## config.mk

```make
export PLATFORM = sky130hd
export DESIGN_NAME = qrs_div
export DESIGN_NICKNAME = d
export VERILOG_FILES = /design/src/design/qrs_pkg.sv /design/src/design/qrs_div.sv
export SDC_FILE = /design/constraint.sdc
export NUM_CORES = 2
export LEC_CHECK = 0
export BUFFER_PORTS_ARGS = -buffer_cell sky130_fd_sc_hd__buf_2
export CORE_MARGIN = 8
export CORE_UTILIZATION = 60
export DETAILED_ROUTE_END_ITERATION = 7
export GPL_ROUTABILITY_DRIVEN = 0
export GPL_TIMING_DRIVEN = 0
export PLACE_DENSITY = 0.81
export SKIP_CTS_REPAIR_TIMING = 1
export SYNTH_ARGS = -nofsm -noshare
export SYNTH_HDL_FRONTEND = slang
export SYNTH_SLANG_ARGS = --single-unit
```

## constraint.sdc

```tcl
create_clock -name i_clk -period 3.7 [get_ports i_clk]
set_input_delay 0.37 -clock i_clk [delete_from_list [all_inputs] [get_ports i_clk]]
set_output_delay 0.37 -clock i_clk [all_outputs]
set_load 0.05 [all_outputs]
```

## src/design/qrs_pkg.sv

```systemverilog
// ============================================================================
// qrs_pkg
// Shared types and constants of the quadratic root solver.
// ============================================================================
package qrs_pkg;

    // Fraction bits of the result words.
    localparam int FRAC_BITS_OUT = 16;

    localparam int COEF_W = 16;                 // coefficient width
    localparam int DISC_W = 35;                 // signed discriminant width
    localparam int DMAG_W = 34;                 // discriminant magnitude width
    localparam int SQ_W   = 17 + FRAC_BITS_OUT; // square root width
    localparam int NUM_W  = SQ_W;               // dividend and quotient width
    localparam int DEN_W  = 17;                 // divisor magnitude width
    localparam int RES_W  = 32;                 // result word width
    localparam int EXT_W  = (NUM_W + 2 > RES_W + 1) ? NUM_W + 2 : RES_W + 1;

    typedef enum logic [2:0] {
        CASE_REAL     = 3'd0,
        CASE_COMPLEX  = 3'd1,
        CASE_LINEAR   = 3'd2,
        CASE_NONE     = 3'd3,
        CASE_INFINITE = 3'd4
    } t_case_kind;

    typedef struct packed {
        logic signed [COEF_W-1:0] coef_a;
        logic signed [COEF_W-1:0] coef_b;
        logic signed [COEF_W-1:0] coef_c;
    } t_coef;

    typedef struct packed {
        t_case_kind              case_kind;
        logic signed [RES_W-1:0] first_root_real;
        logic signed [RES_W-1:0] second_root_real;
        logic signed [RES_W-1:0] imag_part;
        logic                    saturated;
    } t_result;

    // Everything the front end hands on besides the discriminant.
    typedef struct packed {
        t_case_kind         kind;
        logic [NUM_W-1:0]   n1_mag;
        logic [DEN_W-1:0]   d1_mag;
        logic [DEN_W-1:0]   d2_mag;
        logic               q1_neg;
        logic               q2_neg;
    } t_side;

    // Control that rides alongside the dividers.
    typedef struct packed {
        t_case_kind kind;
        logic       q1_neg;
        logic       q2_neg;
    } t_tail;

endpackage

```

## src/design/qrs_div.sv

```systemverilog
// ============================================================================
// qrs_div
// Pipelined unsigned restoring divider, one quotient bit per stage.
// ============================================================================
module qrs_div (
    input  logic                      i_clk,
    input  logic                      i_rst_n,
    input  logic                      i_valid,
    input  logic [qrs_pkg::NUM_W-1:0] i_num,
    input  logic [qrs_pkg::DEN_W-1:0] i_den,
    output logic                      o_valid,
    output logic [qrs_pkg::NUM_W-1:0] o_quot
);

    localparam int REM_W = qrs_pkg::DEN_W + 1;
    localparam int NST   = qrs_pkg::NUM_W;

    logic                      r_v   [NST];
    logic [qrs_pkg::NUM_W-1:0] r_qn  [NST];
    logic [qrs_pkg::DEN_W-1:0] r_den [NST];
    logic [REM_W-1:0]          r_rem [NST];

    for (genvar s = 0; s < NST; s++) begin : g_st
        logic                      v_i;
        logic [qrs_pkg::NUM_W-1:0] qn_i;
        logic [qrs_pkg::DEN_W-1:0] den_i;
        logic [REM_W-1:0]          rem_i;
        logic [REM_W-1:0]          rem_sh;
        logic                      ge;
        logic [REM_W-1:0]          n_rem;

        if (s == 0) begin : g_first
            assign v_i   = i_valid;
            assign qn_i  = i_num;
            assign den_i = i_den;
            assign rem_i = '0;
        end else begin : g_next
            assign v_i   = r_v[s-1];
            assign qn_i  = r_qn[s-1];
            assign den_i = r_den[s-1];
            assign rem_i = r_rem[s-1];
        end

        // Dividend bits shift out at the top while quotient bits fill in below.
        always_comb begin
            rem_sh = {rem_i[REM_W-2:0], qn_i[qrs_pkg::NUM_W-1]};
            ge     = rem_sh >= {1'b0, den_i};
            n_rem  = ge ? rem_sh - {1'b0, den_i} : rem_sh;
        end

        always_ff @(posedge i_clk) begin
            if (!i_rst_n) begin
                r_v[s] <= 1'b0;
            end else begin
                r_v[s] <= v_i;
            end
        end

        always_ff @(posedge i_clk) begin
            r_qn[s]  <= {qn_i[qrs_pkg::NUM_W-2:0], ge};
            r_den[s] <= den_i;
            r_rem[s] <= n_rem;
        end
    end

    assign o_valid = r_v[NST-1];
    assign o_quot  = r_qn[NST-1];

endmodule

```

* After elaboration in Yosys (flattened, before gate mapping) *
Memory sizes are Yosys's and may differ from the RTL's.
Index checks and enable logic that the tools add are counted.

storage, ports and cells
  bits in registers = 0
  RAM bits = 2277
  input port bits = 53
  output and inout port bits = 34
  logic and storage cells = 171
  memories = 4

operators by class
  add/sub/neg operators = 33
  order comparisons = 33
  muxes and demuxes = 68
  bitwise operators = 33

memories
  name   words  bits a word  read ports  clocked after Yosys merged registers in  write ports  RTL line       text
  r_qn   33     33           33          0                                        33           qrs_div.sv:19  logic [qrs_pkg::NUM_W-1:0] r_qn [NST];
  r_rem  33     18           32          0                                        33           qrs_div.sv:21  logic [REM_W-1:0] r_rem [NST];
  r_den  33     17           32          0                                        33           qrs_div.sv:20  logic [qrs_pkg::DEN_W-1:0] r_den [NST];
  r_v    33     1            33          0                                        33           qrs_div.sv:18  logic r_v [NST];

operators with widths
  operator                                      count
  2-to-1 mux 18 bit                             33
  greater-or-equal comparator 18 x 17 -> 1 bit  32
  subtractor 18 x 17 -> 18 bit                  32
  2-to-1 mux 1 bit                              35
  OR 1 bit                                      33
  subtractor 1 x 17 -> 18 bit                   1
  greater-or-equal comparator 1 x 17 -> 1 bit   1

* Longest topological paths before layout *
An unclocked memory read counts as a cell.

  word-level depth = 3
  depth in mapped cells = 13
  depth with buffers taken out = 12

* Least setup slack after synthesis *
Ideal clock, no wire load.

  path kind = reg-to-reg
  start point = mem r_qn[7][32] (netlist name)
  end point = mem r_rem[0][153] (netlist name)
  setup time = 0.121 ns
  data arrival time = 2.882 ns
  required time = 3.579 ns
  setup slack = 0.697 ns
  stages on the path, launching flop included = 13
  path buffers = 1
  clock period less this slack = 3.003 ns
  cells stage by stage = dfxtp_1 inv_1 ha_1 inv_1 fa_1 a21o_1 a311o_1 a21oi_2 o31a_1 o211ai_2 a311oi_4 buf_8 mux2_4

RTL lines
  what             RTL line
  start, declared  qrs_div.sv:19
  end, declared    qrs_div.sv:21

==> impl_metrics.toml <==
[outcome]
status = "completed"

[synth]
avgSynthCellArea_um2 = 10.8
ys_warn_count = 0
syn-num-nets = 7855
synthCells = 7225
synth_edf_count = 0
synthFlopType = "dfxtp_1"
synth_seq_area_share = 0.564
ys_types = 84
ys_ff_latch = 2210
syn_area_um2 = 78400
async_reset_ff_frac = 0

[sta]
setup_viol = 0
setup_ws_ns = 0.124
slew_viol_final = 0
fmax_mhz = 280
finalClockSkew_ns = 0.0218
rsz0062_at_grt = "no"
fin_crit_ns = 3.58
fin_crit_sh = 0.967
tns_ns = 0
tightestPinTransition_ns = 1.21
finalHoldViolations = 0
relSlewSlack = 0.185

[floorplan]
fp.dieH_um = 377
start_util = 0.605
rows = 132
io_pins = 87
die_w_um = 377
core_area_um2 = 130000
floorplan.die_area_um2 = 142000

[worst_setup_path]
critical_path.max_stage_delay_ns = 0.48
worst-path-buf-inv = 2
critPathMaxFanout = 10
startpoint_type = "flop"
cp_slowest_cell = "a211oi_1"
ff2ff_setup_slack_ns = 0.12
r2r_cells = 11
worstSetupPathType = "reg -> reg"
path_cells = "ha_1 > inv_1 > fa_1 > a211oi_1 > o21bai_1 > a211oi_1 > o21ai_0 > o2111ai_1 > a22oi_2 > buf_4 > mux2_2"
cp_data_arrival_time_ns = 4.27
reg2reg_from = "r_den[0][255]"
crit_required_ns = 4.40
cpLargestDelayFamily = "compound AO/OA/AOI/OAI gates"
crit_path_start = "r_den[0][255]"
cp_common_cell = "a211oi_1"
cp-end-kind = "flop"
reg2reg_to = "r_rem[0][298]"

[placement]
place_ws_ns = -0.0166
dp_hpwl_um = 105000
placed_cell_area_um2 = 81000
place.port_buffers = 86

[clock_network]
clock_path_buffers = 3
cts_max_level = 4
cts.root.buffer_cell = "clkbuf_16"
tritoncts = "yes"
path_clk_slew_ns = 0.06
clock-sinks = 2210
numCtsBuffers = 204
clock_latency_ns = 0.83

[power_and_ir_drop]
pwr-share-seq = 0.402
p_total_uw = 73700
power_switching_uw = 23400
internal-power_uw = 50300
p_clk_frac = 0.291
vdd_drop_max_mv = 0.502
comb_power_share = 0.307
power.density_nw_per_um2 = 830
p_leak_uw = 0.0400
p_sw_frac = 0.318

[layout]
layout_common_cells = "dfxtp_1 (2210), inv_1 (718), ha_1 (546)"
seq_area_um2 = 44200
area_delta_synth_final_pct = 13.3
final_area_um2 = 88800
multi_input_area_um2 = 31100
fillers = 9164
drive_gt1_frac = 0.107
nets = 8211
n_antenna_cell = 0
layout_commonest_cell = "dfxtp_1"

[hold_path]
hold_start = "i_num[29]"
hp-class = "in -> reg"
hold_path_depth = 2
holdPathEnd = "r_qn[0][30]"

[detailed_routing]
drt-vias-per-instance = 5.45
wl_per_cell_um = 15.6
drt_iter0_drc = 3376
vias = 51800
drtPass1Iterations = 6
drc = 0
ant_nets = 0
drt-total-wl_um = 148000

[global_route]
grt_pass1_wl_um = 243000
grt_usage = 0.201
grt_pass1_vias = 51200
grt_max_degree = 17
antenna_found_initial = 3
grt.overflow.total = 0

[flow_run]
drv_cap = 0
registers in the layout, summed over array words and instances, names as in the netlist:
signal	count
r_v	33
r_rem	544
r_qn	1089
r_den	544
layer usage:
layer,up-vias,global-route usage,wire (um)
li1,25600,-,-
met1,24100,0.251,64400
met2,1623,0.345,70500
met3,413,0.0354,8350
met4,0,0.0839,5300
met5,-,0,0
cell type report:
| class | count | area share |
|---|---|---|
| tap | 1742 | 0.0245 |
| timing repair buffer | 150 | 0.0120 |
| multi-input combinational | 4195 | 0.350 |
| buffer | 100 | 0.00506 |
| clock buffer | 266 | 0.0647 |
| inverter | 720 | 0.0304 |
| clock inverter | 115 | 0.0153 |
| sequential | 2210 | 0.498 |
worst max-delay path by stage:
stage	to	depth (start not counted)
after floorplan	r_rem[0][153]	12
after global placement	r_rem[0][378]	11
after detailed placement	r_rem[0][175]	11
after CTS	r_rem[0][175]	11
after global routing	r_rem[0][262]	12
final	r_rem[0][298]	11
synthesized netlist by cell type (47+ instances only):
| library cell | number | share of area |
|---|---|---|
| a211oi_1 | 70 | 0.0067 |
| a21o_1 | 158 | 0.015 |
| a21oi_1 | 382 | 0.024 |
| and2_1 | 59 | 0.0047 |
| clkbuf_1 | 75 | 0.0036 |
| dfxtp_1 | 2210 | 0.56 |
| ha_1 | 546 | 0.087 |
| inv_1 | 718 | 0.034 |
| mux2_2 | 284 | 0.041 |
| nand2_1 | 422 | 0.020 |
| nand2b_1 | 48 | 0.0038 |
| nand3_1 | 68 | 0.0043 |
| nand4_1 | 70 | 0.0056 |
| nor2_1 | 344 | 0.016 |
| nor2b_1 | 55 | 0.0044 |
| nor3_1 | 92 | 0.0059 |
| o21a_1 | 87 | 0.0083 |
| o21ai_0 | 441 | 0.028 |
| o21bai_1 | 54 | 0.0052 |
| o31ai_1 | 48 | 0.0046 |
| or3_1 | 47 | 0.0038 |
| xnor2_1 | 231 | 0.026 |
| xor2_1 | 135 | 0.015 |
logic make-up (layout without fill, tap and decap cells):
family | Yosys count | after routing | synth area share
XOR/XNOR | 366 | 366 | 0.0409
adder cells (fa/ha/maj) | 577 | 577 | 0.0951
AND/OR/NAND/NOR | 1340 | 1340 | 0.0816
multiplexers | 340 | 340 | 0.0489
buffers and inverters | 820 | 1351 | 0.0402
AO/OA/AOI/OAI | 1572 | 1572 | 0.129
flip-flops | 2210 | 2210 | 0.564
power groups by stage:
stage	clock network [uW]	registers [uW]	logic, uW
global placement	0	30000	21000
global route	22900	30000	24900
floorplan	0	29700	17000
detailed placement	0	30100	21800
finish	21400	29600	22700
CTS	21900	29600	22200
through the flow:
step                hold WS (ns)  cells  utilization
floorplan                  0.310   7225            -
global placement           0.310   9053        0.625
detailed placement         0.312   9053        0.625
CTS                       -0.418   9434        0.679
global route               0.137   9498        0.685
finish                     0.176   9498        0.685
Note: power is estimated with default switching activity, not from simulation.
