## config.mk

```make
export PLATFORM = sky130hd
export DESIGN_NAME = qrs_back
export DESIGN_NICKNAME = d
export VERILOG_FILES = /design/src/design/qrs_pkg.sv /design/src/design/qrs_back.sv
export SDC_FILE = /design/constraint.sdc
export NUM_CORES = 1
export LEC_CHECK = 0
export BUFFER_PORTS_ARGS = -buffer_cell sky130_fd_sc_hd__clkbuf_2
export CORE_ASPECT_RATIO = 0.6
export CORE_MARGIN = 2
export CORE_UTILIZATION = 57
export DETAILED_ROUTE_END_ITERATION = 12
export GPL_TIMING_DRIVEN = 1
export PLACE_DENSITY = 0.82
export SYNTH_ARGS = -nofsm -noshare
export SYNTH_HDL_FRONTEND = slang
export SYNTH_SLANG_ARGS = --single-unit
```

## constraint.sdc

```tcl
create_clock -name i_clk -period 7.6 [get_ports i_clk]
set_clock_uncertainty 0.1 [all_clocks]
set_input_delay 1.14 -clock i_clk [delete_from_list [all_inputs] [get_ports i_clk]]
set_output_delay 1.14 -clock i_clk [all_outputs]
set_load 0.1 [all_outputs]
```

## src/design/qrs_pkg.sv

```systemverilog
// ============================================================================
// qrs_pkg
// Shared types and constants of the quadratic root solver.
// ============================================================================
package qrs_pkg;

    // Fraction bits of the result words.
    localparam int FRAC_BITS_OUT = 16;

    localparam int COEF_W = 16;                 // coefficient width
    localparam int DISC_W = 35;                 // signed discriminant width
    localparam int DMAG_W = 34;                 // discriminant magnitude width
    localparam int SQ_W   = 17 + FRAC_BITS_OUT; // square root width
    localparam int NUM_W  = SQ_W;               // dividend and quotient width
    localparam int DEN_W  = 17;                 // divisor magnitude width
    localparam int RES_W  = 32;                 // result word width
    localparam int EXT_W  = (NUM_W + 2 > RES_W + 1) ? NUM_W + 2 : RES_W + 1;

    typedef enum logic [2:0] {
        CASE_REAL     = 3'd0,
        CASE_COMPLEX  = 3'd1,
        CASE_LINEAR   = 3'd2,
        CASE_NONE     = 3'd3,
        CASE_INFINITE = 3'd4
    } t_case_kind;

    typedef struct packed {
        logic signed [COEF_W-1:0] coef_a;
        logic signed [COEF_W-1:0] coef_b;
        logic signed [COEF_W-1:0] coef_c;
    } t_coef;

    typedef struct packed {
        t_case_kind              case_kind;
        logic signed [RES_W-1:0] first_root_real;
        logic signed [RES_W-1:0] second_root_real;
        logic signed [RES_W-1:0] imag_part;
        logic                    saturated;
    } t_result;

    // Everything the front end hands on besides the discriminant.
    typedef struct packed {
        t_case_kind         kind;
        logic [NUM_W-1:0]   n1_mag;
        logic [DEN_W-1:0]   d1_mag;
        logic [DEN_W-1:0]   d2_mag;
        logic               q1_neg;
        logic               q2_neg;
    } t_side;

    // Control that rides alongside the dividers.
    typedef struct packed {
        t_case_kind kind;
        logic       q1_neg;
        logic       q2_neg;
    } t_tail;

endpackage

```

## src/design/qrs_back.sv

```systemverilog
// ============================================================================
// qrs_back
// Applies signs, forms the roots, saturates and registers the result.
// ============================================================================
module qrs_back (
    input  logic                      i_clk,
    input  logic                      i_rst_n,
    input  logic                      i_valid,
    input  qrs_pkg::t_tail            i_tail,
    input  logic [qrs_pkg::NUM_W-1:0] i_q1,
    input  logic [qrs_pkg::NUM_W-1:0] i_q2,
    output logic                      o_done,
    output qrs_pkg::t_result          o_result
);

    localparam int EW = qrs_pkg::EXT_W;
    localparam logic signed [EW-1:0] MAX_V =
        {{(EW - qrs_pkg::RES_W + 1){1'b0}}, {(qrs_pkg::RES_W - 1){1'b1}}};
    localparam logic signed [EW-1:0] MIN_V =
        {{(EW - qrs_pkg::RES_W + 1){1'b1}}, {(qrs_pkg::RES_W - 1){1'b0}}};

    typedef struct packed {
        logic signed [qrs_pkg::RES_W-1:0] val;
        logic                             sat;
    } t_clip;

    function automatic t_clip clip(input logic signed [EW-1:0] v);
        t_clip r;
        if (v > MAX_V) begin
            r.val = MAX_V[qrs_pkg::RES_W-1:0];
            r.sat = 1'b1;
        end else if (v < MIN_V) begin
            r.val = MIN_V[qrs_pkg::RES_W-1:0];
            r.sat = 1'b1;
        end else begin
            r.val = v[qrs_pkg::RES_W-1:0];
            r.sat = 1'b0;
        end
        return r;
    endfunction

    logic                signed [EW-1:0] f;
    logic                signed [EW-1:0] g;
    t_clip               c_lo;
    t_clip               c_hi;
    t_clip               c_f;
    t_clip               c_g;
    qrs_pkg::t_result    n_result;
    logic                r_done;
    qrs_pkg::t_result    r_result;

    always_comb begin
        f    = i_tail.q1_neg ? -$signed(EW'(i_q1)) : $signed(EW'(i_q1));
        g    = i_tail.q2_neg ? -$signed(EW'(i_q2)) : $signed(EW'(i_q2));
        c_lo = clip(f - g);
        c_hi = clip(f + g);
        c_f  = clip(f);
        c_g  = clip(g);
        n_result                  = '0;
        n_result.case_kind        = i_tail.kind;
        case (i_tail.kind)
            qrs_pkg::CASE_REAL: begin
                n_result.first_root_real  = c_lo.val;
                n_result.second_root_real = c_hi.val;
                n_result.saturated        = c_lo.sat | c_hi.sat;
            end
            qrs_pkg::CASE_COMPLEX: begin
                n_result.first_root_real  = c_f.val;
                n_result.second_root_real = c_f.val;
                n_result.imag_part        = c_g.val;
                n_result.saturated        = c_f.sat | c_g.sat;
            end
            qrs_pkg::CASE_LINEAR: begin
                n_result.first_root_real  = c_f.val;
                n_result.saturated        = c_f.sat;
            end
            default: begin
            end
        endcase
    end

    always_ff @(posedge i_clk) begin
        if (!i_rst_n) begin
            r_done <= 1'b0;
        end else begin
            r_done <= i_valid;
        end
    end

    always_ff @(posedge i_clk) begin
        r_result <= n_result;
    end

    assign o_done   = r_done;
    assign o_result = r_result;

endmodule

```

# After elaboration in Yosys (flattened, before gate mapping)
# Cells that the tools add are included.
# word_totals
in_bits,74
register_bits,101
# classes
bitwise,3
eq_ne,2
n_addsub,4
n_mux,13
n_lt_le_gt_ge,8
n_reduce_logical,3
# ops
op,count
two-way mux 33 bit,7
"greater-than comparator 35 x 32 -> 1 bit, second input constant",4
"< comparator 35 x 32 -> 1 bit, second input constant",4
one-hot mux 32 bit (2 select lines),2
two-way mux 35 bit,2
negator 33 -> 35 bit,2
adder 35 bit,1
subtractor 35 bit,1
two-way mux 32 bit,1
OR reduction 2 bit,2
"equality test 3 x 1 -> 1 bit, second input constant",1
"equality test 3 x 2 -> 1 bit, second input constant",1
logical NOT 3 bit,1
one-hot mux 1 bit (3 select lines),1
OR 1 bit,2
inverter 1 bit,1

# Logic depth before layout (Yosys ltp)
# logic_depth
word_depth,8
mapped_depth,21
depth_no_buf,20

# Worst setup path after synthesis
# Ideal clock, no wire load.
# synth_path
path_kind,input port to flip-flop
start,in i_q2[14] (netlist name)
end,reg r_result (netlist bit o_result[67])
arrival_ps,5691
path_stages,19
path_buffers,1
slack_ps,1727
cell_sequence,or4_4 nand4bb_4 or4_1 or4_1 o21ai_0 xor2_1 inv_1 ha_1 or3_1 or3_1 nor2_1 o311ai_0 nand3b_1 o21ai_1 xnor2_1 o31a_1 nand2b_4 buf_2 o221ai_1
# synth_lines
element,line,rtl
start: declaration,qrs_back.sv:11,"input logic [qrs_pkg::NUM_W-1:0] i_q2,"
end signal: assignment,qrs_back.sv:91,r_result <= n_result;
end: declaration,qrs_back.sv:50,qrs_pkg::t_result r_result;

==> flow_summary.yaml <==
cts:
  clockBufferDepth: 2
  post-cts-setup-buffer-count: 0
  clk_pin_slew_worst_paths_ns: 0.08
  cts_tree: "done"
  h-tree-depth: 3
  cts_root_buf: "clkbuf_16"
  cts_resized: 0
  cts_buffers: 9
  clock-sinks: 101
  cts.hold.buffers_added: 0
cells_and_area:
  fillers: 1317
  syn_to_final_growth_pct: 14.18
  nets: 1372
  drive_above_1_share_pct: 22.75
  seq_area_um2: 2022
  fin_area_um2: 10250
  multiInputGateArea_um2: 6414
  num_antenna_cells: 0
drt:
  first_pass_iters: 6
  wl_per_cell_um: 22.10
  vias: 9248
  ant_nets: 0
  drt_iter0_drc: 1004
  vias_per_cell: 6.449
  drt-total-wl_um: 31690
  drc_errors: 0
placed_design:
  placed_cell_area_um2: 9940
  io_buffers: 174
  post-dp-hpwl_um: 25990
  gp_congestion: 1.065
synthesis:
  synth-async-reset-ratio_pct: 0
  synth.distinct_cells: 79
  synthesis.instances: 1091
  synth_edf_count: 0
  synthTopCellsByArea: "dfxtp_1 (23%), ha_1 (9.6%), xnor2_1 (7.4%)"
  yosysTopAreaCellShare_pct: 22.53
  synth_ff_type: "dfxtp_1"
  synth_warnings: 0
  seq_area_frac_synth_pct: 22.53
  synth_seq_cells: 101
  syn-cell-area_um2: 8974
  synth_top_area_cell: "dfxtp_1"
  post_synth.cell_area_avg_um2: 8.225
  syn-num-nets: 1236
floorplan:
  coreArea_um2: 15370
  start_util_pct: 58.38
  pin_count: 175
  die_area_um2: 16800
  die_x_um: 166.0
  die_y_um: 101.2
  rows: 35
global_route:
  antenna_found_initial: 0
  grt_pass1_wl_um: 47380
  track_usage_pct: 36.67
  grt_start_max_net_pins: 38
  grt_pass1_vias: 7865
  grt_overflow: 0
setup_path:
  crit_start: "i_q2[14]"
  cpPeakStageDelay_ns: 0.56
  cp-end-kind: "register"
  crit_fanout: 30
  worst_path_dominant_cell_family: "simple AND/OR/NAND/NOR gates"
  worstPathCellList: "clkbuf_2 -> or4_4 -> nand4bb_4 -> or4_1 -> or4_4 -> o31ai_2 -> and2_1 -> xor2_1 -> inv_1 -> ha_1 -> a21o_1 -> a21o_1 -> a21oi_1 -> mux2i_1 -> nand2_1 -> a21oi_1 -> o211ai_1 -> o31ai_1 -> or2_1 -> buf_4 -> o221ai_2"
  crit_required_ns: 7.68
  slowest_stage: "or4_4"
  start_kind: "input port"
  critPathKind: "input port to register"
  crit_arrival_ns: 6.93
  path_buf_inv: 3
sta:
  hold_slack_ns: 0.8647
  fmax_mhz: 146.1
  tns_ns: 0
  rsz0062_at_grt: "no"
  max_slew_margin_pct: 23.94
  timing.final.crit_share_pct: 90.06
  setup_viol: 0
  worst_pin_slew_ns: 1.129
  hold_viol_final: 0
  drv_slew: 0
  period_needed_ns: 6.845
run:
  drv_cap: 0
worst_hold_path:
  min_from: "i_tail[4]"
  hold_path_class: "input port to register"
pwr:
  power_density_nw_per_um2: 266.7
  total_power_mw: 2.733
  leakagePower_nw: 4.503
  ir_worst_vdd_mv: 0.2530
status:
  status: "finished clean"
==> final timing paths <==
path / cells after the start / to
worst max-delay path: 21 / o_result[43]$_DFF_P_
worst min-delay path: 1 / o_result[99]$_DFF_P_
==> cell families (layout without fill, tap and decap cells) <==
| kind of cell | after synthesis | count (layout) | synth area share, % |
|---|---|---|---|
| compound gates | 378 | 378 | 31.11 |
| simple gates | 277 | 277 | 16.45 |
| buf+inv | 132 | 272 | 6.093 |
| xor+xnor | 130 | 130 | 13.52 |
| flops | 101 | 101 | 22.53 |
| fa+ha+maj | 71 | 71 | 10.07 |
| mux | 2 | 2 | 0.2231 |
==> metrics by stage <==
stage / worst slack [ns] / utilization, % / instances
finish: 0.7552 / 66.66 / 1434
floorplan: 1.727 / - / 1091
CTS: 0.8512 / 66.66 / 1434
global placement: 0.5785 / 64.66 / 1419
global route: 0.4888 / 66.66 / 1434
detailed placement: 0.4650 / 64.66 / 1419
==> per-layer routing <==
metal  share of wire (%)  up-vias  track usage, %
met4                0.63        0           4.615
met1                  48     4282           58.78
met3                  19       18           19.38
met5                   0        -               0
li1                    -     4283               -
met2                  33      665           41.05
==> area by class of cell <==
class	instances	area share (%)
flip-flops and latches	101	19.73
repair buffers	192	9.818
inverters	65	2.381
multi-input cells	858	62.60
well taps	203	2.479
clock inverters	6	0.7937
clock buffers	9	2.198
==> cells in the final DEF (no fill, tap or decap), types with 6 or more instances in the layout <==
cell type / synthesis / final
clkbuf_16: 0 / 9
nand4_1: 6 / 6
and2_1: 10 / 10
o21bai_1: 17 / 17
clkbuf_2: 1 / 174
or3_1: 11 / 11
ha_1: 69 / 69
o21ai_0: 82 / 82
dfxtp_1: 101 / 101
nand2b_1: 15 / 15
o221ai_2: 29 / 29
o221ai_1: 32 / 32
or4_1: 9 / 9
nand3_1: 19 / 19
xnor2_1: 76 / 76
inv_1: 64 / 64
a21o_1: 26 / 26
xor2_1: 47 / 47
a211oi_1: 10 / 10
nor2_1: 77 / 77
or2_2: 7 / 7
a21oi_1: 89 / 89
nor4_1: 11 / 11
nor3_1: 20 / 20
o22ai_1: 9 / 8
o31ai_1: 23 / 23
nor2b_1: 14 / 14
buf_4: 1 / 18
o41ai_1: 11 / 11
nand2_1: 49 / 48
==> where the power goes <==
part	switching (mW)	internal, mW	leakage (nW)
clock network	0.233	0.261	0.149
logic	1.20	0.422	3.52
registers	0.0206	0.595	0.833
==> cell usage after synthesis (all sizes together), types with 6 or more instances <==
master / n
o41ai: 14
nand2b: 16
ha: 69
nand2: 50
o21ai: 85
inv: 65
or2: 8
o21bai: 17
nor2b: 14
nand4: 6
nand3: 19
o31ai: 27
a21o: 26
buf: 17
nor2: 77
dfxtp: 101
or4: 13
and2: 10
a21oi: 89
or3: 12
o221ai: 61
xor2: 51
nor3: 22
a211oi: 10
nor4: 13
o22ai: 9
a31o: 6
clkbuf: 50
xnor2: 79
==> flip-flops by register name, indices dropped and copies added (netlist names) <==
name	flops
o_done	1
o_result	100
No activity file was read; power rests on OpenSTA's default activity.
