## config.mk

```make
export PLATFORM = sky130hd
export DESIGN_NAME = qrs_sqrt
export DESIGN_NICKNAME = d
export VERILOG_FILES = /design/src/design/qrs_pkg.sv /design/src/design/qrs_sqrt.sv
export SDC_FILE = /design/constraint.sdc
export NUM_CORES = 2
export LEC_CHECK = 0
export BUFFER_PORTS_ARGS = -buffer_cell sky130_fd_sc_hd__buf_4
export CORE_MARGIN = 1
export CORE_UTILIZATION = 63
export CTS_CLUSTER_DIAMETER = 120
export DETAILED_ROUTE_END_ITERATION = 16
export PLACE_DENSITY_LB_ADDON = 0.05
export SETUP_SLACK_MARGIN = 0.15
export SYNTH_ARGS = -nofsm -noshare
export SYNTH_HDL_FRONTEND = slang
export SYNTH_MEMORY_MAX_BITS = 65536
export SYNTH_SLANG_ARGS = --single-unit
```

## constraint.sdc

```tcl
create_clock -name i_clk -period 4.7 [get_ports i_clk]
set_input_delay 0.94 -clock i_clk [delete_from_list [all_inputs] [get_ports i_clk]]
set_output_delay 0.94 -clock i_clk [all_outputs]
set_load 0.01 [all_outputs]
```

## src/design/qrs_pkg.sv

```systemverilog
// ============================================================================
// qrs_pkg
// Shared types and constants of the quadratic root solver.
// ============================================================================
package qrs_pkg;

    // Fraction bits of the result words.
    localparam int FRAC_BITS_OUT = 16;

    localparam int COEF_W = 16;                 // coefficient width
    localparam int DISC_W = 35;                 // signed discriminant width
    localparam int DMAG_W = 34;                 // discriminant magnitude width
    localparam int SQ_W   = 17 + FRAC_BITS_OUT; // square root width
    localparam int NUM_W  = SQ_W;               // dividend and quotient width
    localparam int DEN_W  = 17;                 // divisor magnitude width
    localparam int RES_W  = 32;                 // result word width
    localparam int EXT_W  = (NUM_W + 2 > RES_W + 1) ? NUM_W + 2 : RES_W + 1;

    typedef enum logic [2:0] {
        CASE_REAL     = 3'd0,
        CASE_COMPLEX  = 3'd1,
        CASE_LINEAR   = 3'd2,
        CASE_NONE     = 3'd3,
        CASE_INFINITE = 3'd4
    } t_case_kind;

    typedef struct packed {
        logic signed [COEF_W-1:0] coef_a;
        logic signed [COEF_W-1:0] coef_b;
        logic signed [COEF_W-1:0] coef_c;
    } t_coef;

    typedef struct packed {
        t_case_kind              case_kind;
        logic signed [RES_W-1:0] first_root_real;
        logic signed [RES_W-1:0] second_root_real;
        logic signed [RES_W-1:0] imag_part;
        logic                    saturated;
    } t_result;

    // Everything the front end hands on besides the discriminant.
    typedef struct packed {
        t_case_kind         kind;
        logic [NUM_W-1:0]   n1_mag;
        logic [DEN_W-1:0]   d1_mag;
        logic [DEN_W-1:0]   d2_mag;
        logic               q1_neg;
        logic               q2_neg;
    } t_side;

    // Control that rides alongside the dividers.
    typedef struct packed {
        t_case_kind kind;
        logic       q1_neg;
        logic       q2_neg;
    } t_tail;

endpackage

```

## src/design/qrs_sqrt.sv

```systemverilog
// ============================================================================
// qrs_sqrt
// Pipelined restoring square root, one root bit per stage.
// ============================================================================
module qrs_sqrt (
    input  logic                       i_clk,
    input  logic                       i_rst_n,
    input  logic                       i_valid,
    input  logic [qrs_pkg::DMAG_W-1:0] i_dmag,
    output logic                       o_valid,
    output logic [qrs_pkg::SQ_W-1:0]   o_root
);

    localparam int OP_W  = 2 * qrs_pkg::SQ_W;
    localparam int REM_W = qrs_pkg::SQ_W + 2;
    localparam int NST   = qrs_pkg::SQ_W;

    logic                     r_v    [NST];
    logic [OP_W-1:0]          r_op   [NST];
    logic [qrs_pkg::SQ_W-1:0] r_root [NST];
    logic [REM_W-1:0]         r_rem  [NST];

    for (genvar s = 0; s < NST; s++) begin : g_st
        logic                     v_i;
        logic [OP_W-1:0]          op_i;
        logic [qrs_pkg::SQ_W-1:0] root_i;
        logic [REM_W-1:0]         rem_i;
        logic [REM_W-1:0]         rem_sh;
        logic [REM_W-1:0]         trial;
        logic                     ge;
        logic [REM_W-1:0]         n_rem;

        if (s == 0) begin : g_first
            // The operand is the discriminant magnitude scaled by 2^(2F).
            assign v_i    = i_valid;
            assign op_i   = {i_dmag, {(2 * qrs_pkg::FRAC_BITS_OUT){1'b0}}};
            assign root_i = '0;
            assign rem_i  = '0;
        end else begin : g_next
            assign v_i    = r_v[s-1];
            assign op_i   = r_op[s-1];
            assign root_i = r_root[s-1];
            assign rem_i  = r_rem[s-1];
        end

        always_comb begin
            rem_sh = {rem_i[REM_W-3:0], op_i[OP_W-1:OP_W-2]};
            trial  = {root_i, 2'b01};
            ge     = rem_sh >= trial;
            n_rem  = ge ? rem_sh - trial : rem_sh;
        end

        always_ff @(posedge i_clk) begin
            if (!i_rst_n) begin
                r_v[s] <= 1'b0;
            end else begin
                r_v[s] <= v_i;
            end
        end

        always_ff @(posedge i_clk) begin
            r_op[s]   <= op_i << 2;
            r_root[s] <= {root_i[qrs_pkg::SQ_W-2:0], ge};
            r_rem[s]  <= n_rem;
        end
    end

    assign o_valid = r_v[NST-1];
    assign o_root  = r_root[NST-1];

endmodule

```

# [After elaboration in Yosys (flattened, before gate mapping)]
# Memory sizes are Yosys's and may differ from the RTL's.
# Index checks and enable logic that the tools add are counted.
[word_totals] out_inout_bits=34 register_bits=0 mem_bits_rw=4389 input_bits=37 wordCells=171 n_memories=4
[classes] add_sub_neg=33 mux=68 magnitude_cmp=33 bitwise=33
[mem_list] name="r_op" depth=33 width=64 rd=32 rd_ports_with_merged_regs=0 wr=33 line="qrs_sqrt.sv:19" source="logic [OP_W-1:0] r_op [NST];"
[mem_list] name="r_rem" depth=33 width=35 rd=32 rd_ports_with_merged_regs=0 wr=33 line="qrs_sqrt.sv:21" source="logic [REM_W-1:0] r_rem [NST];"
[mem_list] name="r_root" depth=33 width=33 rd=33 rd_ports_with_merged_regs=0 wr=33 line="qrs_sqrt.sv:20" source="logic [qrs_pkg::SQ_W-1:0] r_root [NST];"
[mem_list] name="r_v" depth=33 width=1 rd=33 rd_ports_with_merged_regs=0 wr=33 line="qrs_sqrt.sv:18" source="logic r_v [NST];"
[op_table] op="$mux W35" n=33
[op_table] op="$ge A35 B35 Y1" n=32
[op_table] op="$sub A35 B35 Y35" n=32
[op_table] op="$mux W1" n=35
[op_table] op="$or A1 B1 Y1" n=33
[op_table] op="$sub A2 B1 Y3 const B" n=1
[op_table] op="$ge A2 B1 Y1 const B" n=1

# [Logic depth before layout (Yosys ltp)]
# An unclocked memory read counts as a cell.
[depth] word_depth=3 mapped_depth=15 ltp_nobuf=14

# [Worst setup path before layout]
# OpenSTA, ideal clock, no wires.
[synth_timing] kind="register -> register" from="mem r_root[1][331] (netlist name)" to="mem r_rem[0][947] (netlist name)" required_time_ns=4.572 period_less_slack_ns=3.277 stages_incl_launch_ff=14 t_arrival_ns=3.149 slack_ns=1.423 path_buffers=2 setup_time_ns=0.128 path_cell_list="dfxtp_1 inv_1 ha_1 a211oi_1 nor4_1 nor4_1 o21ai_1 a31oi_1 o21ai_1 o21a_1 nor3_1 clkbuf_1 clkbuf_1 o21ai_0"
[synth_rtl] item="from (decl)" line="qrs_sqrt.sv:20"
[synth_rtl] item="to (decl)" line="qrs_sqrt.sv:21"

==> out/qor.csv <==
stage,metric,value,unit
status,status,finished clean,
finish,syn_to_final_growth,11.0,%
worst_setup_path,crit_arrival,4.63,ns
worst_setup_path,cp.required,5.39,ns
routing,antenna_left,0,
sta,period_minus_slack,3.94,ns
worst_hold_path,worst_hold_path_type,in2reg,
clocking,numClockSinks,1858,
global_route,grt_overflow,0,
worst_setup_path,crit_path_cell_trace,"inv_1, ha_1, inv_1, fa_1, nand2b_1, a21oi_1, o41ai_1, o21ai_0, a221oi_1, o211ai_1, and3_1, or3_1, xor2_1, mux2_2",
clocking,clock_path_buffers,3,
clocking,h-tree-depth,4,
place,dp_slack,0.907,ns
floorplan,dieWidth,353,microns
power_and_ir_drop,p_per_area,516,nW/um^2
global_route,grt_pass1_wl,264,mm
routing,finalWirelength,160,mm
logic_synthesis,ys.flop_type,dfxtp_1,
sta,hold_violations,0,
sta,setup_viol,0,
global_route,grt_pass1_vias,54300,
sta,tns,0,ns
clocking,clk_pin_slew,0.06,ns
routing,drt-initial-drc-count,3510,
clocking,cts_made_buffers,182,
logic_synthesis,synthesis.area,77800,sq um
sta,finalCritPeriodShare,0.837,
floorplan,num_rows,128,
worst_setup_path,crit_top_cell,inv_1,
clocking,clk_latency,0.82,ns
logic_synthesis,synth.distinct_cells,88,
sta,tightest_slew,1.17,ns
finish,num_antenna_cells,0,
logic_synthesis,yosys.area.top_type,dfxtp_1,
logic_synthesis,synth_edf_count,0,
routing,first_pass_iters,6,
finish,utilization,0.707,
place,gp_congestion,0.889,
logic_synthesis,synth_most_common_cell,dfxtp_1,
power_and_ir_drop,vdd_drop_max,0.455,mV
sta,max_freq,0.254,GHz
place,hpwl,120,mm
clocking,cts_tree,done,
worst_setup_path,crit_type,reg2reg,
power_and_ir_drop,p_leak,41.6,nW
clocking,cts-hold-fix-buffers,0,
clocking,cts_root_buf,clkbuf_16,
logic_synthesis,yosys_warnings,0,
floorplan,io_pins,71,
sta,slew_headroom,0.219,
worst_setup_path,slowest_stage,o41ai_1,
logic_synthesis,ys_seq_area_frac,0.478,
worst_setup_path,cp-start-kind,flop,
floorplan,start_util,0.637,
worst_setup_path,worstPathMaxFanout,4,
worst_setup_path,end_kind,flop,
finish,drive_above_1_share,0.0634,
sta,rsz0062_at_grt,no,
worst_setup_path,slowest_delay,0.51,ns
clocking,cts_resized,0,
logic_synthesis,syn_inst,8269,
global_route,grt_use_total,0.253,
logic_synthesis,synth_top_area_share,0.478,
sta,finalClockSkew,0.0272,ns
routing,viasPerCell,5.48,
floorplan,die_y,353,microns
flow_run,maxCapViolCount,0,
logic_synthesis,yosys-top-cells-count,"1,858 x dfxtp_1, 763 x inv_1, 665 x nand2_1",
finish,layout.nets,9022,
logic_synthesis,synthArstFlopShare,0,
logic_synthesis,ys_ff_latch,1858,
global_route,grt_max_degree,55,
sta,layout_setup_ws,0.764,ns
clocking,post_cts_buffers,0,
logic_synthesis,synthesis.nets,8885,
global_route,antenna_found_initial,1,
floorplan,die_area,125000,sq um
floorplan,core_area,122000,sq um
place,port_buffers,70,
routing,drc,0,
logic_synthesis,avgSynthCellArea,9.41,sq um
routing,wl_per_cell,15.7,microns
routing,num_vias,55800,
sta,drv_slew,0,
logic_synthesis,synth_area_leaders,"dfxtp_1 48%, ha_1 9.1%, xor2_1 4.6%",
## logic make-up after synthesis
logic type               Yosys count  share of synthesized area
adder cells (fa/ha/maj)          579                     0.0945
AO/OA/AOI/OAI                   1732                      0.136
multiplexers                      81                     0.0116
flip-flops                      1858                      0.478
AND/OR/NAND/NOR                 2313                      0.147
other                              1                  0.0000482
buffers and inverters            911                     0.0441
XOR/XNOR                         794                     0.0893
## per-stage QoR
| step | power, W | std cells | hold WS (ns) | instance area (sq um) |
|---|---|---|---|---|
| 3_5_place_dp | 0.0299 | 9847 | 0.312 | 80100 |
| 5_1_grt | 0.0470 | 10200 | 0.173 | 86400 |
| 6_report | 0.0446 | 10200 | 0.221 | 86400 |
| 2_1_floorplan | 0.0274 | 8269 | 0.310 | 77800 |
| 3_3_place_gp | 0.0297 | 9847 | 0.310 | 80100 |
| 4_1_cts | 0.0449 | 10200 | 0.162 | 86400 |
## cells in the final DEF, fill, tap and decap left out, types with 28 or more instances in the layout
cell type,Yosys,final
a211oi_1,36,36
a21o_1,176,176
a21oi_1,492,490
a31oi_1,53,50
and2_1,52,52
and3_1,62,62
buf_4,1,99
clkbuf_1,135,38
clkbuf_16,0,182
clkbuf_8,0,42
clkinv_2,0,28
dfxtp_1,1858,1858
ha_1,564,564
inv_1,763,763
mux2_2,74,74
nand2_1,665,665
nand2b_1,131,131
nand3_1,141,141
nand3b_1,32,32
nand4_1,64,64
nor2_1,514,513
nor2b_1,101,100
nor3_1,206,202
nor4_1,97,97
o21a_1,107,107
o21ai_0,547,547
o21bai_1,56,55
o31ai_1,61,61
or2_2,30,30
or3_1,88,88
or4_1,55,55
xnor2_1,389,389
xor2_1,405,405
## worst paths after layout
check / start / end / cells past startpoint / slack [ns]
worst min register to register: r_op[0][185]$_DFF_P_ / r_op[0][251]$_DFF_P_ / 0 / 0.31
worst min-delay path: i_dmag[8] / r_op[0][40]$_DFF_P_ / 1 / 0.22
worst max register to register: r_root[1][462]$_DFF_P_ / r_rem[0][1115]$_DFF_P_ / 14 / 0.76
worst max-delay path: r_root[1][462]$_DFF_P_ / r_rem[0][1115]$_DFF_P_ / 14 / 0.76
## state kept, by name (all words and copies together) (netlist names)
| register | flops |
|---|---|
| r_op | 272 |
| r_rem | 992 |
| r_root | 561 |
| r_v | 33 |
## power by group
part | total [W] | internal (W) | switching (W)
Combinational | 0.00866 | 0.00402 | 0.00464
Clock | 0.0148 | 0.00869 | 0.00614
Sequential | 0.0211 | 0.0187 | 0.00237
## cell type report
class | instances | area [sq um]
Multi-Input combinational cell | 5500 | 37300
Sequential cell | 1858 | 37200
Fill cell | 9522 | 35800
Clock buffer | 262 | 5280
Inverter | 765 | 2870
Tap cell | 1625 | 2030
Clock inverter | 68 | 995
Timing Repair Buffer | 99 | 743
## worst max-delay path, delay by kind of cell (launching register included)
| family | cells | cell delay [ns] |
|---|---|---|
| compound gates | 5 | 1.78 |
| xor+xnor | 1 | 0.15 |
| fa+ha+maj | 2 | 0.41 |
| buf+inv | 2 | 0.13 |
| flops | 1 | 0.34 |
| mux | 1 | 0.26 |
| simple gates | 3 | 0.76 |
## layer usage
layer  routed length, microns  global-route usage
met5                        0                   0
met4                     3510              0.0729
met3                     6700              0.0353
met2                    74800               0.426
met1                    74800               0.339
Power figures use the tool's default switching activity.
