<file path="config.mk">
export PLATFORM = sky130hd
export DESIGN_NAME = qrs_front
export DESIGN_NICKNAME = d
export VERILOG_FILES = /design/src/design/qrs_pkg.sv /design/src/design/qrs_front.sv
export SDC_FILE = /design/constraint.sdc
export NUM_CORES = 2
export LEC_CHECK = 0
export ABC_CLOCK_PERIOD_IN_PS = 16950
export BUFFER_PORTS_ARGS = -buffer_cell sky130_fd_sc_hd__buf_2
export CAP_MARGIN = 40
export CORE_UTILIZATION = 45
export DETAILED_ROUTE_END_ITERATION = 6
export GPL_TIMING_DRIVEN = 0
export PLACE_DENSITY = 0.67
export SYNTH_ARGS = -nofsm -noshare
export SYNTH_HDL_FRONTEND = slang
export SYNTH_SLANG_ARGS = --single-unit
</file>
<file path="constraint.sdc">
create_clock -name i_clk -period 16.95 [get_ports i_clk]
set_clock_uncertainty 0.2 [all_clocks]
set_input_delay 2.5425 -clock i_clk [delete_from_list [all_inputs] [get_ports i_clk]]
set_output_delay 2.5425 -clock i_clk [all_outputs]
set_load 0.1 [all_outputs]
</file>
<file path="src/design/qrs_pkg.sv">
// ============================================================================
// qrs_pkg
// Shared types and constants of the quadratic root solver.
// ============================================================================
package qrs_pkg;

    // Fraction bits of the result words.
    localparam int FRAC_BITS_OUT = 16;

    localparam int COEF_W = 16;                 // coefficient width
    localparam int DISC_W = 35;                 // signed discriminant width
    localparam int DMAG_W = 34;                 // discriminant magnitude width
    localparam int SQ_W   = 17 + FRAC_BITS_OUT; // square root width
    localparam int NUM_W  = SQ_W;               // dividend and quotient width
    localparam int DEN_W  = 17;                 // divisor magnitude width
    localparam int RES_W  = 32;                 // result word width
    localparam int EXT_W  = (NUM_W + 2 > RES_W + 1) ? NUM_W + 2 : RES_W + 1;

    typedef enum logic [2:0] {
        CASE_REAL     = 3'd0,
        CASE_COMPLEX  = 3'd1,
        CASE_LINEAR   = 3'd2,
        CASE_NONE     = 3'd3,
        CASE_INFINITE = 3'd4
    } t_case_kind;

    typedef struct packed {
        logic signed [COEF_W-1:0] coef_a;
        logic signed [COEF_W-1:0] coef_b;
        logic signed [COEF_W-1:0] coef_c;
    } t_coef;

    typedef struct packed {
        t_case_kind              case_kind;
        logic signed [RES_W-1:0] first_root_real;
        logic signed [RES_W-1:0] second_root_real;
        logic signed [RES_W-1:0] imag_part;
        logic                    saturated;
    } t_result;

    // Everything the front end hands on besides the discriminant.
    typedef struct packed {
        t_case_kind         kind;
        logic [NUM_W-1:0]   n1_mag;
        logic [DEN_W-1:0]   d1_mag;
        logic [DEN_W-1:0]   d2_mag;
        logic               q1_neg;
        logic               q2_neg;
    } t_side;

    // Control that rides alongside the dividers.
    typedef struct packed {
        t_case_kind kind;
        logic       q1_neg;
        logic       q2_neg;
    } t_tail;

endpackage

</file>
<file path="src/design/qrs_front.sv">
// ============================================================================
// qrs_front
// Two stages: coefficient products, then discriminant and divider setup.
// ============================================================================
module qrs_front (
    input  logic                       i_clk,
    input  logic                       i_rst_n,
    input  logic                       i_valid,
    input  qrs_pkg::t_coef             i_coef,
    output logic                       o_valid,
    output logic [qrs_pkg::DMAG_W-1:0] o_dmag,
    output qrs_pkg::t_side             o_side
);

    logic                              r_v1;
    qrs_pkg::t_coef                    r_coef;
    logic signed [31:0]                r_bb;
    logic signed [31:0]                r_ac;

    logic                              r_v2;
    logic [qrs_pkg::DMAG_W-1:0]        r_dmag;
    qrs_pkg::t_side                    r_side;

    logic signed [qrs_pkg::DISC_W-1:0] disc;
    logic signed [qrs_pkg::DISC_W-1:0] disc_abs;
    logic [qrs_pkg::COEF_W-1:0]        abs_a;
    logic [qrs_pkg::COEF_W-1:0]        abs_b;
    logic [qrs_pkg::COEF_W-1:0]        abs_c;
    logic [qrs_pkg::DMAG_W-1:0]        n_dmag;
    qrs_pkg::t_side                    n_side;

    always_ff @(posedge i_clk) begin
        if (!i_rst_n) begin
            r_v1 <= 1'b0;
            r_v2 <= 1'b0;
        end else begin
            r_v1 <= i_valid;
            r_v2 <= r_v1;
        end
    end

    always_ff @(posedge i_clk) begin
        r_coef <= i_coef;
        r_bb   <= i_coef.coef_b * i_coef.coef_b;
        r_ac   <= i_coef.coef_a * i_coef.coef_c;
        r_dmag <= n_dmag;
        r_side <= n_side;
    end

    always_comb begin
        disc     = qrs_pkg::DISC_W'(r_bb) - (qrs_pkg::DISC_W'(r_ac) <<< 2);
        disc_abs = disc[qrs_pkg::DISC_W-1] ? -disc : disc;
        n_dmag   = disc_abs[qrs_pkg::DMAG_W-1:0];
        abs_a    = r_coef.coef_a[qrs_pkg::COEF_W-1] ? qrs_pkg::COEF_W'(-r_coef.coef_a)
                                                    : r_coef.coef_a;
        abs_b    = r_coef.coef_b[qrs_pkg::COEF_W-1] ? qrs_pkg::COEF_W'(-r_coef.coef_b)
                                                    : r_coef.coef_b;
        abs_c    = r_coef.coef_c[qrs_pkg::COEF_W-1] ? qrs_pkg::COEF_W'(-r_coef.coef_c)
                                                    : r_coef.coef_c;
        n_side.d2_mag = {abs_a, 1'b0};
        n_side.q2_neg = r_coef.coef_a[qrs_pkg::COEF_W-1];
        if (r_coef.coef_a != '0) begin
            // Real part: -B / (2A).
            n_side.kind   = disc[qrs_pkg::DISC_W-1] ? qrs_pkg::CASE_COMPLEX
                                                    : qrs_pkg::CASE_REAL;
            n_side.n1_mag = qrs_pkg::NUM_W'(abs_b) << qrs_pkg::FRAC_BITS_OUT;
            n_side.d1_mag = {abs_a, 1'b0};
            n_side.q1_neg = (r_coef.coef_b > 0) ^ r_coef.coef_a[qrs_pkg::COEF_W-1];
        end else begin
            // Linear root: -C / B.
            if (r_coef.coef_b != '0) begin
                n_side.kind = qrs_pkg::CASE_LINEAR;
            end else if (r_coef.coef_c != '0) begin
                n_side.kind = qrs_pkg::CASE_NONE;
            end else begin
                n_side.kind = qrs_pkg::CASE_INFINITE;
            end
            n_side.n1_mag = qrs_pkg::NUM_W'(abs_c) << qrs_pkg::FRAC_BITS_OUT;
            n_side.d1_mag = {1'b0, abs_b};
            n_side.q1_neg = (r_coef.coef_c > 0) ^ r_coef.coef_b[qrs_pkg::COEF_W-1];
        end
    end

    assign o_valid = r_v2;
    assign o_dmag  = r_dmag;
    assign o_side  = r_side;

endmodule

</file>
After elaboration in Yosys (flattened, before gate mapping)
Cells that the tools add are included.

Bits in registers: 219. Word-level logic and storage cells: 39. Output and inout bits: 107. Bits of input ports: 51.

$lt $le $gt $ge: 2. Add/sub/neg operators: 5. Reductions and logical operators: 3. Bitwise gates (word level): 2. Multiply operators: 2. Muxes and demuxes: 9.

Operators by type and width (number): 16-bit by 16-bit multiplier with 32-bit output (2); 53-bit 2-to-1 mux (1); 16-bit 2-to-1 mux (3); 16-bit negation (3); 16-bit nonzero test (3); 32-bit by 34-bit subtractor with 35-bit output (1); 34-bit 2-to-1 mux (1); 34-bit negation (1); 16-bit by 1-bit > comparator with 1-bit output, second input constant (2); 3-bit 2-to-1 mux (2); 1-bit 2-to-1 mux (2); 1-bit bitwise XOR (2).

Longest topological paths before layout
Depth after elaboration: 4. Depth in mapped cells: 26. Gate-level depth less buffers: 25.

Worst setup path after synthesis
Ideal clock, no wire load.

Kind: input port to flip-flop. Start point: input port i_coef[21] (netlist name). End point: register r_bb[30]. Path buffers: 2. Setup slack: 8.172 ns. Data arrival time: 8.452 ns. Stages: 22. Cells stage by stage: clkbuf_1 clkbuf_1 nand2_1 fa_1 inv_1 fa_1 ha_1 inv_1 fa_1 fa_1 inv_1 fa_1 ha_1 o21a_1 o21a_1 a2111oi_0 o21ai_0 a2111oi_1 o31ai_1 a2111oi_1 or4b_2 nand3_1.

Cells in the longest elaborated chain, start to end: 1.

Ends and longest elaborated chain: start, declared (RTL line qrs_front.sv:9) `input qrs_pkg::t_coef i_coef,`; 16-bit by 16-bit multiplier with 32-bit output (RTL line qrs_front.sv:44) `r_bb <= i_coef.coef_b * i_coef.coef_b;`; end signal, assigned (RTL line qrs_front.sv:44); end, declared (RTL line qrs_front.sv:17) `logic signed [31:0] r_bb;`.

Every way passes these cells. A chain may end at the register's enable or synchronous reset.

Worst setup path in the final report
Ends and elaborated chain as after synthesis.

==> results_dict.tcl <==
set metrics [dict create \
    outcome "complete, no violations" \
    ctsResizeCount 0 \
    die_w_um 246 \
    dieArea_sq_mm 0.0604 \
    whs_ps 228 \
    grt_max_degree 22 \
    endpoint "r_bb[30]" \
    cts.sinks 200 \
    grt_pass1_vias 19800 \
    fin_crit_ps 9940 \
    ys_seq_area_share_pct 15.0 \
    core_sq_mm 0.0582 \
    cpMostUsedCell "fa_1" \
    hold_buffers 0 \
    cp_cell_sequence "buf_2 -> clkbuf_1 -> clkbuf_1 -> nand2_1 -> fa_1 -> inv_1 -> fa_1 -> ha_1 -> inv_1 -> fa_1 -> fa_1 -> inv_1 -> fa_1 -> ha_1 -> o21a_1 -> o21a_1 -> a2111oi_0 -> o21ai_0 -> a2111oi_1 -> o31ai_1 -> a2111oi_1 -> or4b_2 -> nand3_1" \
    pin_count 158 \
    worst_ep_required_time_ps 17090 \
    hp-class "register to register" \
    netlist_instances 2865 \
    synth_area_leaders "fa_1 (37%), dfxtp_1 (15%), ha_1 (9.8%), inv_1 (9.2%), and2_1 (4.0%)" \
    async_flop_share_pct 0 \
    cts_max_level 4 \
    antenna_left 0 \
    cts_tree "done" \
    post_dp_cell_area_sq_mm 0.0285 \
    slowest_delay_ps 710 \
    maxCapViolCount 0 \
    place_inst 3788 \
    dr.pass1.iters 6 \
    detail_route.wl_per_cell_um 16.1 \
    place.gp.congestion 0.895 \
    post_cts_buffers 0 \
    cpMaxStageDelayCell "a2111oi_1" \
    synth_xor_area_share_pct 5.40 \
    clk_pin_slew_ps 80 \
    synth_top_family_by_area "adder cells" \
    syn_area_per_cell_sq_um 9.33 \
    reg2reg_depth 13 \
    slew_viol_final 0 \
    yosys-mux-area-fraction_pct 0.314 \
    synth-main-ff-cell "dfxtp_1" \
    crit_path_start_kind "primary input" \
    final.setup.tns_ps 0 \
    start_util_pct 45.9 \
    drt-total-wl_mm 61.7 \
    rsz0062_at_grt "false" \
    worstMarginPinSlew_ps 951 \
    place_hpwl_mm 53.0 \
    num-nets-final 3801 \
    synth_edf_count 0 \
    vias 19200 \
    crit_type "primary input to register" \
    yosys_register_bits 200 \
    vias_per_cell 5.02 \
    fmax_mhz 101 \
    ys_warn_count 0 \
    cp_max_fo 10 \
    grt_pass1_wl_mm 101 \
    yosys.area.top_type "fa_1" \
    synth_compound_area_share_pct 7.84 \
    clkLatencyLatePin_ps 470 \
    cts.path.max_buffers 2 \
    rows 88 \
    syn_to_final_growth_pct 8.78 \
    r2r_end "o_dmag[27]" \
    fillers 5430 \
    grt_usage_pct 21.5 \
    crit_start "i_coef[21]" \
    finalNonFillerCells 3823 \
    reg2reg_slack_ps 12330 \
    finalHoldViolCount 0 \
    stdcell_area_sq_mm 0.0291 \
    synth_fa_ha_area_share_pct 47.1 \
    dr.first_iter.drc_count 992 \
    syn-cell-area_sq_mm 0.0267 \
    period_share_pct 58.6 \
    layout-drive-gt1-share_pct 7.36 \
    synth_cell_type_count 78 \
    numPortBuffers 139 \
    arrival_ps 10080 \
    route.detailed.drc 0 \
    yosysTopAreaCellShare_pct 37.3 \
    cts_root_buf "clkbuf_16" \
    relSlewSlack_pct 35.8 \
    grt_overflow 0 \
    setup_violations 0 \
    r2r-start "r_ac[0]" \
    cts_buffers 17 \
    antenna_found_initial 3 \
    synth-simple-area-share_pct 13.6 \
    fp.dieH_um 246 \
    cp-end-kind "register" \
]
cell type report:
type                       instances  area, sq um  area share [%]
sequential                       200         4000            13.8
buffer                            94          423            1.45
antenna                            3         7.51          0.0258
timing repair buffer             141          708            2.43
clock buffer                      18          439            1.51
multi-input combinational       1936        19900            68.5
clock inverter                    14          173           0.594
inverter                         652         2450            8.41
tap                              765          957            3.29
worst max-delay path, delay by kind of cell:
family	cells	cell delay (ps)
compound gates	7	2680
simple gates	3	450
fa+ha+maj	7	3010
buf+inv	6	1370
placed cells by master (no fill, tap or decap), types with 6 or more instances in the layout:
cell type / netlist / layout
and2_1: 169 / 169
a21oi_1: 92 / 92
a21o_1: 41 / 41
o31ai_1: 11 / 11
clkbuf_1: 71 / 71
a31o_2: 9 / 9
buf_2: 1 / 141
fa_1: 498 / 498
nand4_1: 11 / 11
dfxtp_1: 200 / 200
xnor2_1: 116 / 116
o21ai_0: 45 / 45
nor2b_1: 11 / 11
o41ai_1: 6 / 6
o21a_1: 10 / 10
o21bai_1: 23 / 23
nand2_1: 250 / 250
clkbuf_16: 0 / 17
or3_1: 18 / 18
inv_1: 652 / 652
nand2b_1: 23 / 23
ha_1: 210 / 210
nor4_1: 9 / 9
a31oi_1: 8 / 8
nor3_1: 28 / 28
clkinv_8: 0 / 6
xor2_1: 49 / 49
nor2_1: 131 / 131
or2_2: 7 / 7
and3_1: 17 / 17
nand3_1: 26 / 26
buf_4: 18 / 19
conb_1: 1 / 18
synthesized netlist by cell type, types with 17 or more instances:
cell type / instances
inv_1: 652
fa_1: 498
nand2_1: 250
ha_1: 210
dfxtp_1: 200
and2_1: 169
nor2_1: 131
xnor2_1: 116
a21oi_1: 92
clkbuf_1: 71
xor2_1: 49
o21ai_0: 45
a21o_1: 41
nor3_1: 28
nand3_1: 26
nand2b_1: 23
o21bai_1: 23
buf_4: 18
or3_1: 18
and3_1: 17
flip-flops by register name (all words and copies together) (netlist names):
name / cells
o_dmag: 34
r_v1: 1
o_valid: 1
r_ac: 32
r_bb: 31
o_side: 54
n_side: 1
r_coef: 46
worst min-delay path by stage:
stage / slack [ps] / from / depth (start not counted) / endpoint
floorplan: 160 / n_side[0] / 0 / o_side[0]
finish: 230 / r_coef[32] / 0 / o_side[3]
detailed placement: 210 / r_coef[32] / 0 / o_side[3]
global route: 240 / r_coef[32] / 0 / o_side[3]
CTS: 230 / r_coef[32] / 0 / o_side[3]
global placement: 210 / r_coef[32] / 0 / o_side[3]
kinds of logic (layout without fill, tap and decap cells):
logic type | after synthesis | in the layout
buf+inv | 746 | 919
simple gates | 731 | 731
fa+ha+maj | 708 | 708
compound gates | 306 | 306
flops | 200 | 200
xor+xnor | 165 | 165
mux | 8 | 8
other cells | 1 | 21
routing by layer:
metal	up-vias	track usage [%]	routed length, um
met5	-	0	13
met4	2	5.75	1420
met3	90	4.29	4200
met2	494	35.7	29900
met1	9519	28.5	26200
li1	9100	-	-
metrics by stage:
stage | setup WS (ps) | util [%]
floorplan | 8170 | -
finish | 7010 | 49.9
global route | 6310 | 49.9
CTS | 6930 | 49.9
detailed placement | 6470 | 48.9
global placement | 6550 | 48.9
Power is not shown: default switching activity piles up to over one toggle a cycle in this logic, so the estimate is an artifact.
